==> src/adc_channel_scan_sequencer_assert.svh <==
// Assertion macros shared by the scan sequencer RTL.
// Each macro assumes clk and rst_n are visible at the point of use.
`ifndef ADC_CHANNEL_SCAN_SEQUENCER_ASSERT_SVH
`define ADC_CHANNEL_SCAN_SEQUENCER_ASSERT_SVH

// Same-cycle implication, checked outside reset.
`define ACS_ASSERT_NOW(label, ante, cons, msg) \
    label: assert property (@(posedge clk) disable iff (!rst_n) (ante) |-> (cons)) \
        else $error(msg);

// Next-cycle implication, checked outside reset.
`define ACS_ASSERT_NEXT(label, ante, cons, msg) \
    label: assert property (@(posedge clk) disable iff (!rst_n) (ante) |=> (cons)) \
        else $error(msg);

`endif

==> src/acs_pkg.sv <==
// Types and constants for the ADC channel scan sequencer.
// No dependencies; used by acs_scan and adc_channel_scan_sequencer.
package acs_pkg;

    localparam int CH_W     = 3;
    localparam int CH_SLOTS = 8;
    localparam int RAW_W    = 10;
    localparam int MASK_W   = 6;
    localparam int CNT_W    = 16;
    localparam int PHASE_W  = 3;
    localparam int REG_IDX_W = 2;
    localparam int CFG_DATA_W = 16;

    // Register indexes on the configuration port
    localparam logic [REG_IDX_W-1:0] REG_ENABLE_MASK    = 2'd0;
    localparam logic [REG_IDX_W-1:0] REG_SAMPLING_TICKS = 2'd1;
    localparam logic [REG_IDX_W-1:0] REG_RESOLUTION     = 2'd2;

    localparam logic [MASK_W-1:0] ENABLE_MASK_RST    = 6'h3F;
    localparam logic [CNT_W-1:0]  SAMPLING_TICKS_RST = 16'd16;

    // Request kinds
    localparam logic REQ_TICK = 1'b0;
    localparam logic REQ_READ = 1'b1;

    // Phase codes as reported on the result
    localparam logic [PHASE_W-1:0] PHASE_IDLE   = 3'd0;
    localparam logic [PHASE_W-1:0] PHASE_SAMPLE = 3'd1;
    localparam logic [PHASE_W-1:0] PHASE_START  = 3'd2;
    localparam logic [PHASE_W-1:0] PHASE_WAIT   = 3'd3;
    localparam logic [PHASE_W-1:0] PHASE_STORE  = 3'd4;

    typedef enum logic [4:0] {
        PH_IDLE   = 5'b00001,
        PH_SAMPLE = 5'b00010,
        PH_START  = 5'b00100,
        PH_WAIT   = 5'b01000,
        PH_STORE  = 5'b10000
    } scan_phase_t;

    typedef struct packed {
        logic             req_type;
        logic             conv_done;
        logic [RAW_W-1:0] conv_raw;
        logic [CH_W-1:0]  read_channel;
    } cmd_item_t;

    typedef struct packed {
        logic [RAW_W-1:0]   read_value;
        logic               start_conv;
        logic [CH_W-1:0]    mux_channel;
        logic [PHASE_W-1:0] phase;
        logic               sample_stored;
    } res_item_t;

    typedef struct packed {
        logic [MASK_W-1:0] enable_mask;
        logic [CNT_W-1:0]  sampling_ticks;
        logic              resolution_8bit;
    } cfg_t;

    // What one item does to the scan: values after the item plus the buffer write
    typedef struct packed {
        logic               start_conv;
        logic [CH_W-1:0]    channel;
        logic [PHASE_W-1:0] phase;
        logic               store_en;
        logic [CH_W-1:0]    store_addr;
        logic [RAW_W-1:0]   store_data;
    } scan_step_t;

    function automatic logic [PHASE_W-1:0] phase_code(input scan_phase_t ph);
        logic [PHASE_W-1:0] code;
        case (ph)
            PH_IDLE:   code = PHASE_IDLE;
            PH_SAMPLE: code = PHASE_SAMPLE;
            PH_START:  code = PHASE_START;
            PH_WAIT:   code = PHASE_WAIT;
            PH_STORE:  code = PHASE_STORE;
            default:   code = PHASE_IDLE;
        endcase
        return code;
    endfunction

endpackage

==> src/acs_scan.sv <==
// Five-phase round-robin scan machine: channel pointer, settle counter, phase.
// Depends on acs_pkg and adc_channel_scan_sequencer_assert.svh.
`include "adc_channel_scan_sequencer_assert.svh"

module acs_scan #(
    parameter int NUM_CHANNELS = 6
) (
    input  logic                     clk,
    input  logic                     rst_n,
    input  logic                     step_en,
    input  logic                     conv_done,
    input  logic [acs_pkg::RAW_W-1:0] conv_raw,
    input  acs_pkg::cfg_t            cfg,
    output acs_pkg::scan_step_t      step
);
    import acs_pkg::*;

    scan_phase_t       phase_reg, phase_next;
    logic [CH_W-1:0]   chan_reg, chan_next;
    logic [CNT_W-1:0]  count_reg, count_next;
    logic [CH_W:0]     chan_inc;
    logic [CH_W-1:0]   chan_wrap;
    logic [CH_SLOTS-1:0] mask_ext;
    logic              chan_on;
    logic              start_now;
    logic              store_now;

    assign chan_inc  = {1'b0, chan_reg} + (CH_W+1)'(1);
    assign chan_wrap = (chan_inc >= (CH_W+1)'(NUM_CHANNELS)) ? '0 : chan_inc[CH_W-1:0];
    // Channels past the mask width have no enable bit and read as off
    assign mask_ext  = CH_SLOTS'(cfg.enable_mask);
    assign chan_on   = mask_ext[chan_wrap];

    always_comb
    begin
        phase_next = phase_reg;
        chan_next  = chan_reg;
        count_next = count_reg;
        start_now  = 1'b0;
        store_now  = 1'b0;
        if (step_en)
        begin
            case (phase_reg)
                PH_IDLE:
                begin
                    chan_next = chan_wrap;
                    if (chan_on)
                    begin
                        phase_next = PH_SAMPLE;
                        count_next = cfg.sampling_ticks;
                    end
                end
                PH_SAMPLE:
                begin
                    if (count_reg != '0)
                        count_next = count_reg - CNT_W'(1);
                    else
                        phase_next = PH_START;
                end
                PH_START:
                begin
                    start_now  = 1'b1;
                    phase_next = PH_WAIT;
                end
                PH_WAIT:
                begin
                    if (conv_done)
                        phase_next = PH_STORE;
                end
                PH_STORE:
                begin
                    store_now  = 1'b1;
                    phase_next = PH_IDLE;
                end
                default:
                begin
                    phase_next = PH_IDLE;
                end
            endcase
        end
    end

    always_ff @(posedge clk or negedge rst_n)
    begin
        if (!rst_n)
        begin
            phase_reg <= PH_IDLE;
            chan_reg  <= '0;
            count_reg <= '0;
        end
        else
        begin
            phase_reg <= phase_next;
            chan_reg  <= chan_next;
            count_reg <= count_next;
        end
    end

    assign step.start_conv = start_now;
    assign step.channel    = chan_next;
    assign step.phase      = phase_code(phase_next);
    assign step.store_en   = store_now;
    assign step.store_addr = chan_reg;
    // 8-bit mode keeps the high byte of the conversion
    assign step.store_data = cfg.resolution_8bit ? {2'b00, conv_raw[RAW_W-1:2]} : conv_raw;

    `ACS_ASSERT_NEXT(a_start_to_wait, step_en && phase_reg == PH_START,
        phase_reg == PH_WAIT, "start phase did not move to wait")
    `ACS_ASSERT_NEXT(a_hold_without_tick, !step_en,
        $stable(chan_reg) && $stable(phase_reg) && $stable(count_reg),
        "scan state moved without a tick")
    `ACS_ASSERT_NEXT(a_skip_disabled, step_en && phase_reg == PH_IDLE && !chan_on,
        phase_reg == PH_IDLE, "disabled channel left idle")

endmodule

==> src/adc_channel_scan_sequencer.sv <==
// Top level of the ADC channel scan sequencer: config registers, result buffer, result queue.
// Depends on acs_pkg, acs_scan and adc_channel_scan_sequencer_assert.svh.
//
//   channel  | direction | handshake              | payload
//   cmd      | in        | cmd_valid / cmd_stall  | acs_pkg::cmd_item_t
//   res      | out       | res_valid / res_stall  | acs_pkg::res_item_t
//   cfg      | in        | cfg_valid / cfg_ready  | cfg_index, cfg_data
//
// One item per cycle while cmd_stall is low. A taken item's buffer read and metadata register
// in the read stage, which then writes the result into the output queue that drives res.
// Reset clears the scan state and buffer entry valid bits and presets config registers; an entry
// never written reads as zero, so no clearing pass is needed. A stalled result side fills
// the two-entry queue and the read stage, then cmd_stall rises; cfg_ready is always high.
`include "adc_channel_scan_sequencer_assert.svh"

module adc_channel_scan_sequencer #(
    parameter int NUM_CHANNELS = 6
) (
    input  logic                            clk,
    input  logic                            rst_n,
    input  logic                            cmd_valid,
    output logic                            cmd_stall,
    input  acs_pkg::cmd_item_t              cmd,
    output logic                            res_valid,
    input  logic                            res_stall,
    output acs_pkg::res_item_t              res,
    input  logic                            cfg_valid,
    output logic                            cfg_ready,
    input  logic [acs_pkg::REG_IDX_W-1:0]   cfg_index,
    input  logic [acs_pkg::CFG_DATA_W-1:0]  cfg_data
);
    import acs_pkg::*;

    localparam int ADDR_W = (NUM_CHANNELS > 1) ? $clog2(NUM_CHANNELS) : 1;

    cfg_t        cfg_reg;
    scan_step_t  step;
    logic        cmd_accept;
    logic        tick_accept;
    logic        rd_in_range;
    logic        rd_en;

    logic [RAW_W-1:0]        store_mem [NUM_CHANNELS];
    logic [RAW_W-1:0]        rdata_reg;
    logic [NUM_CHANNELS-1:0] entry_vld_reg;

    logic        s1_valid_reg;
    logic        s1_hit_reg;
    res_item_t   s1_item_reg;
    res_item_t   s1_item;
    logic        s1_adv;

    res_item_t   queue_reg [2];
    logic        wr_ptr_reg;
    logic        rd_ptr_reg;
    logic [1:0]  count_reg, count_next;
    logic        res_pop;

    // Configuration
    assign cfg_ready = 1'b1;

    always_ff @(posedge clk or negedge rst_n)
    begin
        if (!rst_n)
        begin
            cfg_reg.enable_mask     <= ENABLE_MASK_RST;
            cfg_reg.sampling_ticks  <= SAMPLING_TICKS_RST;
            cfg_reg.resolution_8bit <= 1'b0;
        end
        else if (cfg_valid && cfg_ready)
        begin
            case (cfg_index)
                REG_ENABLE_MASK:    cfg_reg.enable_mask     <= cfg_data[MASK_W-1:0];
                REG_SAMPLING_TICKS: cfg_reg.sampling_ticks  <= cfg_data[CNT_W-1:0];
                REG_RESOLUTION:     cfg_reg.resolution_8bit <= cfg_data[0];
                default:            ;
            endcase
        end
    end

    // Input side: stall whenever the read stage is occupied and the output queue is full
    assign cmd_stall   = s1_valid_reg && (count_reg == 2'd2);
    assign cmd_accept  = cmd_valid && !cmd_stall;
    assign tick_accept = cmd_accept && (cmd.req_type == REQ_TICK);
    assign rd_in_range = (CH_W+1)'(cmd.read_channel) < (CH_W+1)'(NUM_CHANNELS);
    assign rd_en       = cmd_accept && (cmd.req_type == REQ_READ) && rd_in_range;

    acs_scan #(
        .NUM_CHANNELS (NUM_CHANNELS)
    ) u_scan (
        .clk       (clk),
        .rst_n     (rst_n),
        .step_en   (tick_accept),
        .conv_done (cmd.conv_done),
        .conv_raw  (cmd.conv_raw),
        .cfg       (cfg_reg),
        .step      (step)
    );

    // Result buffer. A write lands at the tick's edge, so a read taken on any later
    // edge already sees it; one item per edge means no same-edge overlap.
    always_ff @(posedge clk)
    begin
        if (step.store_en)
            store_mem[step.store_addr[ADDR_W-1:0]] <= step.store_data;
        if (rd_en)
            rdata_reg <= store_mem[cmd.read_channel[ADDR_W-1:0]];
    end

    always_ff @(posedge clk or negedge rst_n)
    begin
        if (!rst_n)
            entry_vld_reg <= '0;
        else if (step.store_en)
            entry_vld_reg[step.store_addr[ADDR_W-1:0]] <= 1'b1;
    end

    // Read stage: hold item metadata while the buffer read completes
    always_ff @(posedge clk or negedge rst_n)
    begin
        if (!rst_n)
            s1_valid_reg <= 1'b0;
        else if (cmd_accept)
            s1_valid_reg <= 1'b1;
        else if (s1_adv)
            s1_valid_reg <= 1'b0;
    end

    always_ff @(posedge clk)
    begin
        if (cmd_accept)
        begin
            s1_hit_reg                <= rd_en && entry_vld_reg[cmd.read_channel[ADDR_W-1:0]];
            s1_item_reg.read_value    <= '0;
            s1_item_reg.start_conv    <= step.start_conv;
            s1_item_reg.mux_channel   <= step.channel;
            s1_item_reg.phase         <= step.phase;
            s1_item_reg.sample_stored <= step.store_en;
        end
    end

    always_comb
    begin
        s1_item            = s1_item_reg;
        s1_item.read_value = s1_hit_reg ? rdata_reg : '0;
    end

    // Output queue
    assign res_valid = (count_reg != 2'd0);
    assign res_pop   = res_valid && !res_stall;
    assign s1_adv    = s1_valid_reg && ((count_reg != 2'd2) || res_pop);
    assign res       = queue_reg[rd_ptr_reg];

    always_comb
    begin
        count_next = count_reg;
        if (s1_adv && !res_pop)
            count_next = count_reg + 2'd1;
        else if (!s1_adv && res_pop)
            count_next = count_reg - 2'd1;
    end

    always_ff @(posedge clk or negedge rst_n)
    begin
        if (!rst_n)
        begin
            wr_ptr_reg <= 1'b0;
            rd_ptr_reg <= 1'b0;
            count_reg  <= 2'd0;
        end
        else
        begin
            if (s1_adv)
                wr_ptr_reg <= !wr_ptr_reg;
            if (res_pop)
                rd_ptr_reg <= !rd_ptr_reg;
            count_reg <= count_next;
        end
    end

    always_ff @(posedge clk)
    begin
        if (s1_adv)
            queue_reg[wr_ptr_reg] <= s1_item;
    end

    `ACS_ASSERT_NOW(a_no_overwrite, cmd_accept, !s1_valid_reg || s1_adv,
        "item accepted over a held read stage")
    `ACS_ASSERT_NEXT(a_hold_read_stage, s1_valid_reg && !s1_adv, s1_valid_reg && $stable(rdata_reg),
        "held read stage lost its data")
    `ACS_ASSERT_NOW(a_queue_bound, s1_adv && !res_pop, count_reg != 2'd2,
        "push into a full output queue")
    `ACS_ASSERT_NEXT(a_entry_marked, step.store_en,
        entry_vld_reg[$past(step.store_addr[ADDR_W-1:0])], "stored entry not marked valid")

endmodule
==> config.mk <==
export PLATFORM = sky130hd
export DESIGN_NAME = adc_channel_scan_sequencer
export DESIGN_NICKNAME = d
export VERILOG_FILES = /design/src/acs_pkg.sv /design/src/acs_scan.sv /design/src/adc_channel_scan_sequencer.sv
export VERILOG_INCLUDE_DIRS = /design/src /design/src/src
export SDC_FILE = /design/constraint.sdc
export NUM_CORES = 1
export LEC_CHECK = 0
export BUFFER_PORTS_ARGS = -buffer_cell sky130_fd_sc_hd__buf_2
export CORE_MARGIN = 8
export CORE_UTILIZATION = 64
export CTS_CLUSTER_SIZE = 14
export DETAILED_ROUTE_END_ITERATION = 16
export PLACE_DENSITY_LB_ADDON = 0.08
export SYNTH_ARGS = -nofsm -noshare
export SYNTH_HDL_FRONTEND = slang
export SYNTH_SLANG_ARGS = --single-unit
==> constraint.sdc <==
create_clock -name clk -period 4.4 [get_ports clk]
set_input_delay 0.44 -clock clk [delete_from_list [all_inputs] [get_ports clk]]
set_output_delay 0.44 -clock clk [all_outputs]
set_load 0.02 [all_outputs]
* Word level (Yosys, flattened, before mapping)
Memories as Yosys holds them, arrays and structs flattened. A register that Yosys moved wholly into a read port is not among the register bits.
Cells that the tools add are included.
W data, S select, Z words.
** Operators by class
- Add/sub/neg operators :: 4
- Magnitude comparators :: 6
- Eq/ne operators :: 15
- Muxes and demuxes :: 31
- Bitwise logic cells :: 2
- Reduce and logical (&&, ||, !) cells :: 28
** Operators with widths (count)
- $mux W16 :: 2
- $pmux W16 S2 :: 1
- $mux W10 :: 2
- $mux W5 :: 4
- $pmux W5 S4 :: 1
- $reduce_bool A16 Y1 :: 1
- $sub A16 B1 Y16 const B :: 1
- $lt A3 B4 Y1 const B :: 3
- $mux W1 :: 12
- $pmux W3 S4 :: 1
- $logic_and A1 B1 Y1 :: 11
- $eq A5 B2 Y1 const B :: 2
- $eq A5 B3 Y1 const B :: 2
- $eq A5 B4 Y1 const B :: 2
- $eq A5 B5 Y1 const B :: 2
- $mux W3 :: 3
- $reduce_bool A2 Y1 :: 4
- $bmux W1 S3 :: 2
- $logic_not A1 Y1 :: 6
- $or A6 B6 Y6 :: 1
- $reduce_and A2 Y1 :: 3
- $eq A5 B1 Y1 const B :: 1
- $add A3 B1 Y4 const B :: 1
- $eq A2 B2 Y1 const B :: 2
- other kinds (14) :: 16
** Word-level totals
- Register bits after elaboration :: 67
- Bits in writable memories :: 96
- Bits of input ports :: 38
- Output and inout bits :: 21
- Word-level logic and storage cells :: 104
- Memories :: 2
** Memory list
- store_mem :: words 6, width 10, rd ports 1, clocked after memory_dff 1, write ports 1, line adc_channel_scan_sequencer.sv:43 : logic [RAW_W-1:0] store_mem [NUM_CHANNELS];
- queue_reg :: words 2, width 18, rd ports 1, clocked after memory_dff 0, write ports 1, line adc_channel_scan_sequencer.sv:53 : res_item_t queue_reg [2];

* Logic depth before layout (Yosys ltp)
- Depth in word-level cells :: 10
- Depth in mapped cells :: 13
- Depth with buffers taken out :: 8

* Hierarchy
Synthesis repeated with hierarchy kept, for this count alone.
** Second synthesis, totals
- Cell total of the unflattened synthesis :: 547
- Area total of the unflattened synthesis :: 7667.4 um2
** By module, submodules not included
- adc_channel_scan_sequencer :: times used 1, cells an instance 309, area each 5746.8 um2, seq. area each 4312.9 um2
- acs_scan :: times used 1, cells an instance 238, area each 1920.6 um2, seq. area each 601.8 um2

* Worst setup path before layout
OpenSTA, ideal clock, no wires.
- Path type :: reg-to-reg
- Start point :: register u_scan.chan_reg[1]
- End point :: register s1_item_reg, in the netlist s1_item[1] (data pin)
- Library setup time :: 0.256 ns
- Arrival time :: 2.534 ns
- Data required time :: 4.144 ns
- Path slack :: 1.610 ns
- Cell stages (with the launch flop) :: 12
- Buffers on the path :: 3
- Period minus slack after synthesis :: 2.790 ns
- Path through :: dfrtp_1 > clkbuf_1 > inv_1 > ha_1 > buf_6 > or4b_4 > a21oi_2 > o211ai_1 > and3_1 > buf_6 > a211o_1 > and4b_1
** RTL lines
- start: declaration :: line acs_scan.sv:19 : logic [CH_W-1:0] chan_reg, chan_next;
- start signal: assignment :: line acs_scan.sv:94 : chan_reg <= chan_next;
- end: declaration :: line adc_channel_scan_sequencer.sv:49 : res_item_t s1_item_reg;

* Worst setup path in the final report
- Start point :: register u_scan.chan_reg[1]
- End point :: register u_scan.count_reg[3]
** On the way
- Word-level cells in the longest chain between the ends :: 7
** Ends and longest elaborated chain
- $add A3 B1 Y4 * :: line acs_scan.sv:28 : assign chan_inc = {1'b0, chan_reg} + (CH_W+1)'(1);
- $ge A4 B3 Y1 :: line acs_scan.sv:29 : assign chan_wrap = (chan_inc >= (CH_W+1)'(NUM_CHANNELS)) ? '0 : chan_inc[CH_W-1:0];
- $mux W3 * :: line acs_scan.sv:29
- $bmux W1 S3 * :: line acs_scan.sv:32 : assign chan_on = mask_ext[chan_wrap];
- $mux W1 (not written as such) * :: line acs_scan.sv:32
- $ne A2 B1 Y1 (no source line) *
- $reduce_and A4 Y1 (no source line) *
- end signal: assignment :: line acs_scan.sv:95 : count_reg <= count_next;
- end: declaration :: line acs_scan.sv:20 : logic [CNT_W-1:0] count_reg, count_next;
Every way passes the cells marked *; elsewhere a longest branch is shown, timed or not. The select of a mux whose other input is x is not followed.
A chain may end at the register's enable or synchronous reset.

==> metrics.cfg <==
[run_status]
outcome=finished clean

[synth]
yosysTopAreaCell=edfxtp_1
netlist_area_um2=7595
synth-edff-count=115
synth_flop_cell=edfxtp_1
seq_area_frac_synth_pct=64.71
synth.most_common_cell=edfxtp_1
synth_seq_cells=173
synth_nets=576
ys_warn_count=0
synth_area_leaders=edfxtp_1 (45%), dfrtp_1 (16%), mux2_2 (7.3%)
async_reset_ff_share_pct=33.53
ys_types=58
synth_top_cell_area_share_pct=45.47
synth_top_cells_by_count=edfxtp_1 (115), dfrtp_1 (50), mux2_2 (49), nor2_1 (34), nor3_1 (22)
syn_inst=534
avgSynthCellArea_um2=14.22

[worst_setup_path]
timing.rr.start=u_scan.chan_reg[1]
path_class=flop to flop
arrival_ps=3810
crit_required_ps=4660
end_kind=flop
critPathSlowestCell=a21o_1
start_kind=flop
startpoint=u_scan.chan_reg[1]
path_max_fanout=17
crit_chain=inv_1, ha_1, nor4b_1, nor3_1, o211ai_1, and3_1, a21o_1, a221oi_1
critPathMaxStageDelay_ps=720

[sta]
slew_viol_final=0
clock_skew_ps=6.429
final.setup.tns_ps=0
period_share_pct=80.68
tightest_slew_ps=1090
rsz0062_at_grt=false
hold_viol=0
timing.final.crit_period_ps=3550
setup_viol=0
relSlewSlack_pct=27.04
fmax_mhz=281.7

[grt]
grt_usage_pct=18.89
grt_pass1_wl_mm=23.58
busiest_layer=met2
met3_usage_pct=5.100
antenna_found_initial=0
groute.layer.met2.usage_pct=28.77
first_global_vias=4616
grtUsageMet1_pct=25.66
gr-total-overflow=0
grt_start_max_net_pins=59

[placed_design]
dp.cells=710
io_buffers=57
dp_hpwl_mm=9.471
routabilityCongestion=0.8526

[final_layout]
n_fill_cell=740
multiInputGateArea_um2=2519
diodes=0
drive_gt1_share_pct=29.38
largest_reg_flops=60
regArea_um2=4915
syn2layout_area_growth_pct=12.06
final-instance-count-excl-fill=742
fin_nets=628

[detailed_routing]
routed_wl_mm=14.29
vias=4576
vias_per_cell=6.167
routedWlPerCell_um=19.26
drt_iter0_drc=360
ant_nets=0
firstDrtPassIters=4
drc=0

[die]
die_w_um=124.9
die_h_um=124.9
start_util_pct=65.95
io_pins=59
dieArea_um2=15610
core_area_um2=11520
num_rows=39

[clock_tree]
ctsResizeCount=0
post_cts_buffers=0
clk_pin_slew_ps=60
cts_made_buffers=17
cts_sinks=173
cts_tree=built
htree_levels=4
cts_hold_buf=0
root_buffer=clkbuf_16
clock_latency_ps=430
cts_buffer_depth=2

[power_and_ir_drop]
p_clk_share_pct=27.6
p_switching_mw=1.643
power_frac_comb_pct=26.5
ir_drop_uv=294.0
seqPwrFrac_pct=45.9
cellPowerDensity_nw_per_um2=598.2
leakage_nw=3.211
p_sw_share_pct=32.27
internal_power_mw=3.448

[hold_path]
hp-class=primary input to async pin

[flow_run]
drv_cap=0

==> per-stage QoR <==
step                utilization, %  setup slack (ps)  area, um^2  hold WS [ps]  power [mW]
global placement             69.07              1260        7954         423.5       3.634
finish                       73.90             850.2        8511         172.6       5.091
global route                 73.90             635.0        8511         240.1       5.343
floorplan                        -              1610        7595         144.4       3.381
detailed placement           69.07             933.3        7954         435.1       3.709
CTS                          73.90             917.4        8511         191.0       5.110
==> logic make-up after synthesis <==
family,count (synthesis),share of synthesized area [%]
xor+xnor,9,1.038
other cells,1,0.04938
fa+ha+maj,4,0.6590
mux,72,12.11
simple gates,149,10.49
buf+inv,35,2.257
flops,173,64.71
compound gates,91,8.682
==> routing by layer <==
metal | up-vias | part of all wire (%) | wire length, um
li1 | 2141 | - | -
met2 | 154 | 46 | 6637
met3 | 16 | 5.7 | 819
met5 | - | 0 | 0
met1 | 2265 | 46 | 6642
met4 | 0 | 1.4 | 193
==> cell type report <==
class / count / share of cell area [%]
Timing Repair Buffer: 61 / 3.705
Sequential cell: 173 / 57.75
Multi-Input combinational cell: 326 / 29.59
Tap cell: 143 / 2.102
Inverter: 7 / 0.3087
Clock inverter: 8 / 0.9997
Clock buffer: 24 / 5.542
==> power by group through the flow <==
stage	sequential [mW]	clock, mW	combinational, mW
finish	2.34	1.40	1.35
global route	2.38	1.49	1.48
CTS	2.33	1.42	1.35
detailed placement	2.37	0	1.34
global placement	2.35	0	1.29
floorplan	2.24	0	1.14
==> critical path: cells and delay by family, from the launching register on <==
family	cells	cell delay [ps]
AOI/OAI and AO/OA	3	1140
adders and majority gates	1	320
buffers and inverters	1	130
DFF	1	600
and+or+nand+nor	3	1190
==> worst paths after layout <==
kind | endpoint | slack, ps | cells past startpoint
worst max-delay path | u_scan.count_reg[3] | 850 | 8
worst min-delay path | u_scan.count_reg[7] | 170 | 2
worst max register to register | u_scan.count_reg[3] | 850 | 8
worst min register to register | queue_reg[1][0] | 450 | 0
max in group asynchronous | wr_ptr_reg | 3750 | 2
min in group clk | s1_valid_reg | 240 | 2
==> cells in the final DEF, fill, tap and decap left out, types with 5 or more instances in the layout <==
master | synthesis | layout
edfxtp_1 | 115 | 115
nor3b_1 | 5 | 5
buf_2 | 2 | 57
nor2_1 | 34 | 34
mux2i_1 | 12 | 12
dfrtp_1 | 50 | 50
nand2b_1 | 6 | 6
nand3b_1 | 7 | 7
mux2_2 | 49 | 49
a21oi_1 | 17 | 17
clkbuf_16 | 0 | 17
o21ai_0 | 18 | 18
and2_1 | 13 | 13
nor3_1 | 22 | 20
or2_2 | 7 | 7
clkbuf_1 | 18 | 5
inv_1 | 7 | 7
nand3_1 | 12 | 12
nand2_1 | 21 | 21
mux4_2 | 11 | 11
xor2_1 | 5 | 5
a211oi_1 | 19 | 19
dfstp_2 | 8 | 8
a211oi_2 | 9 | 9
Note: power is estimated with default switching activity, not from simulation.
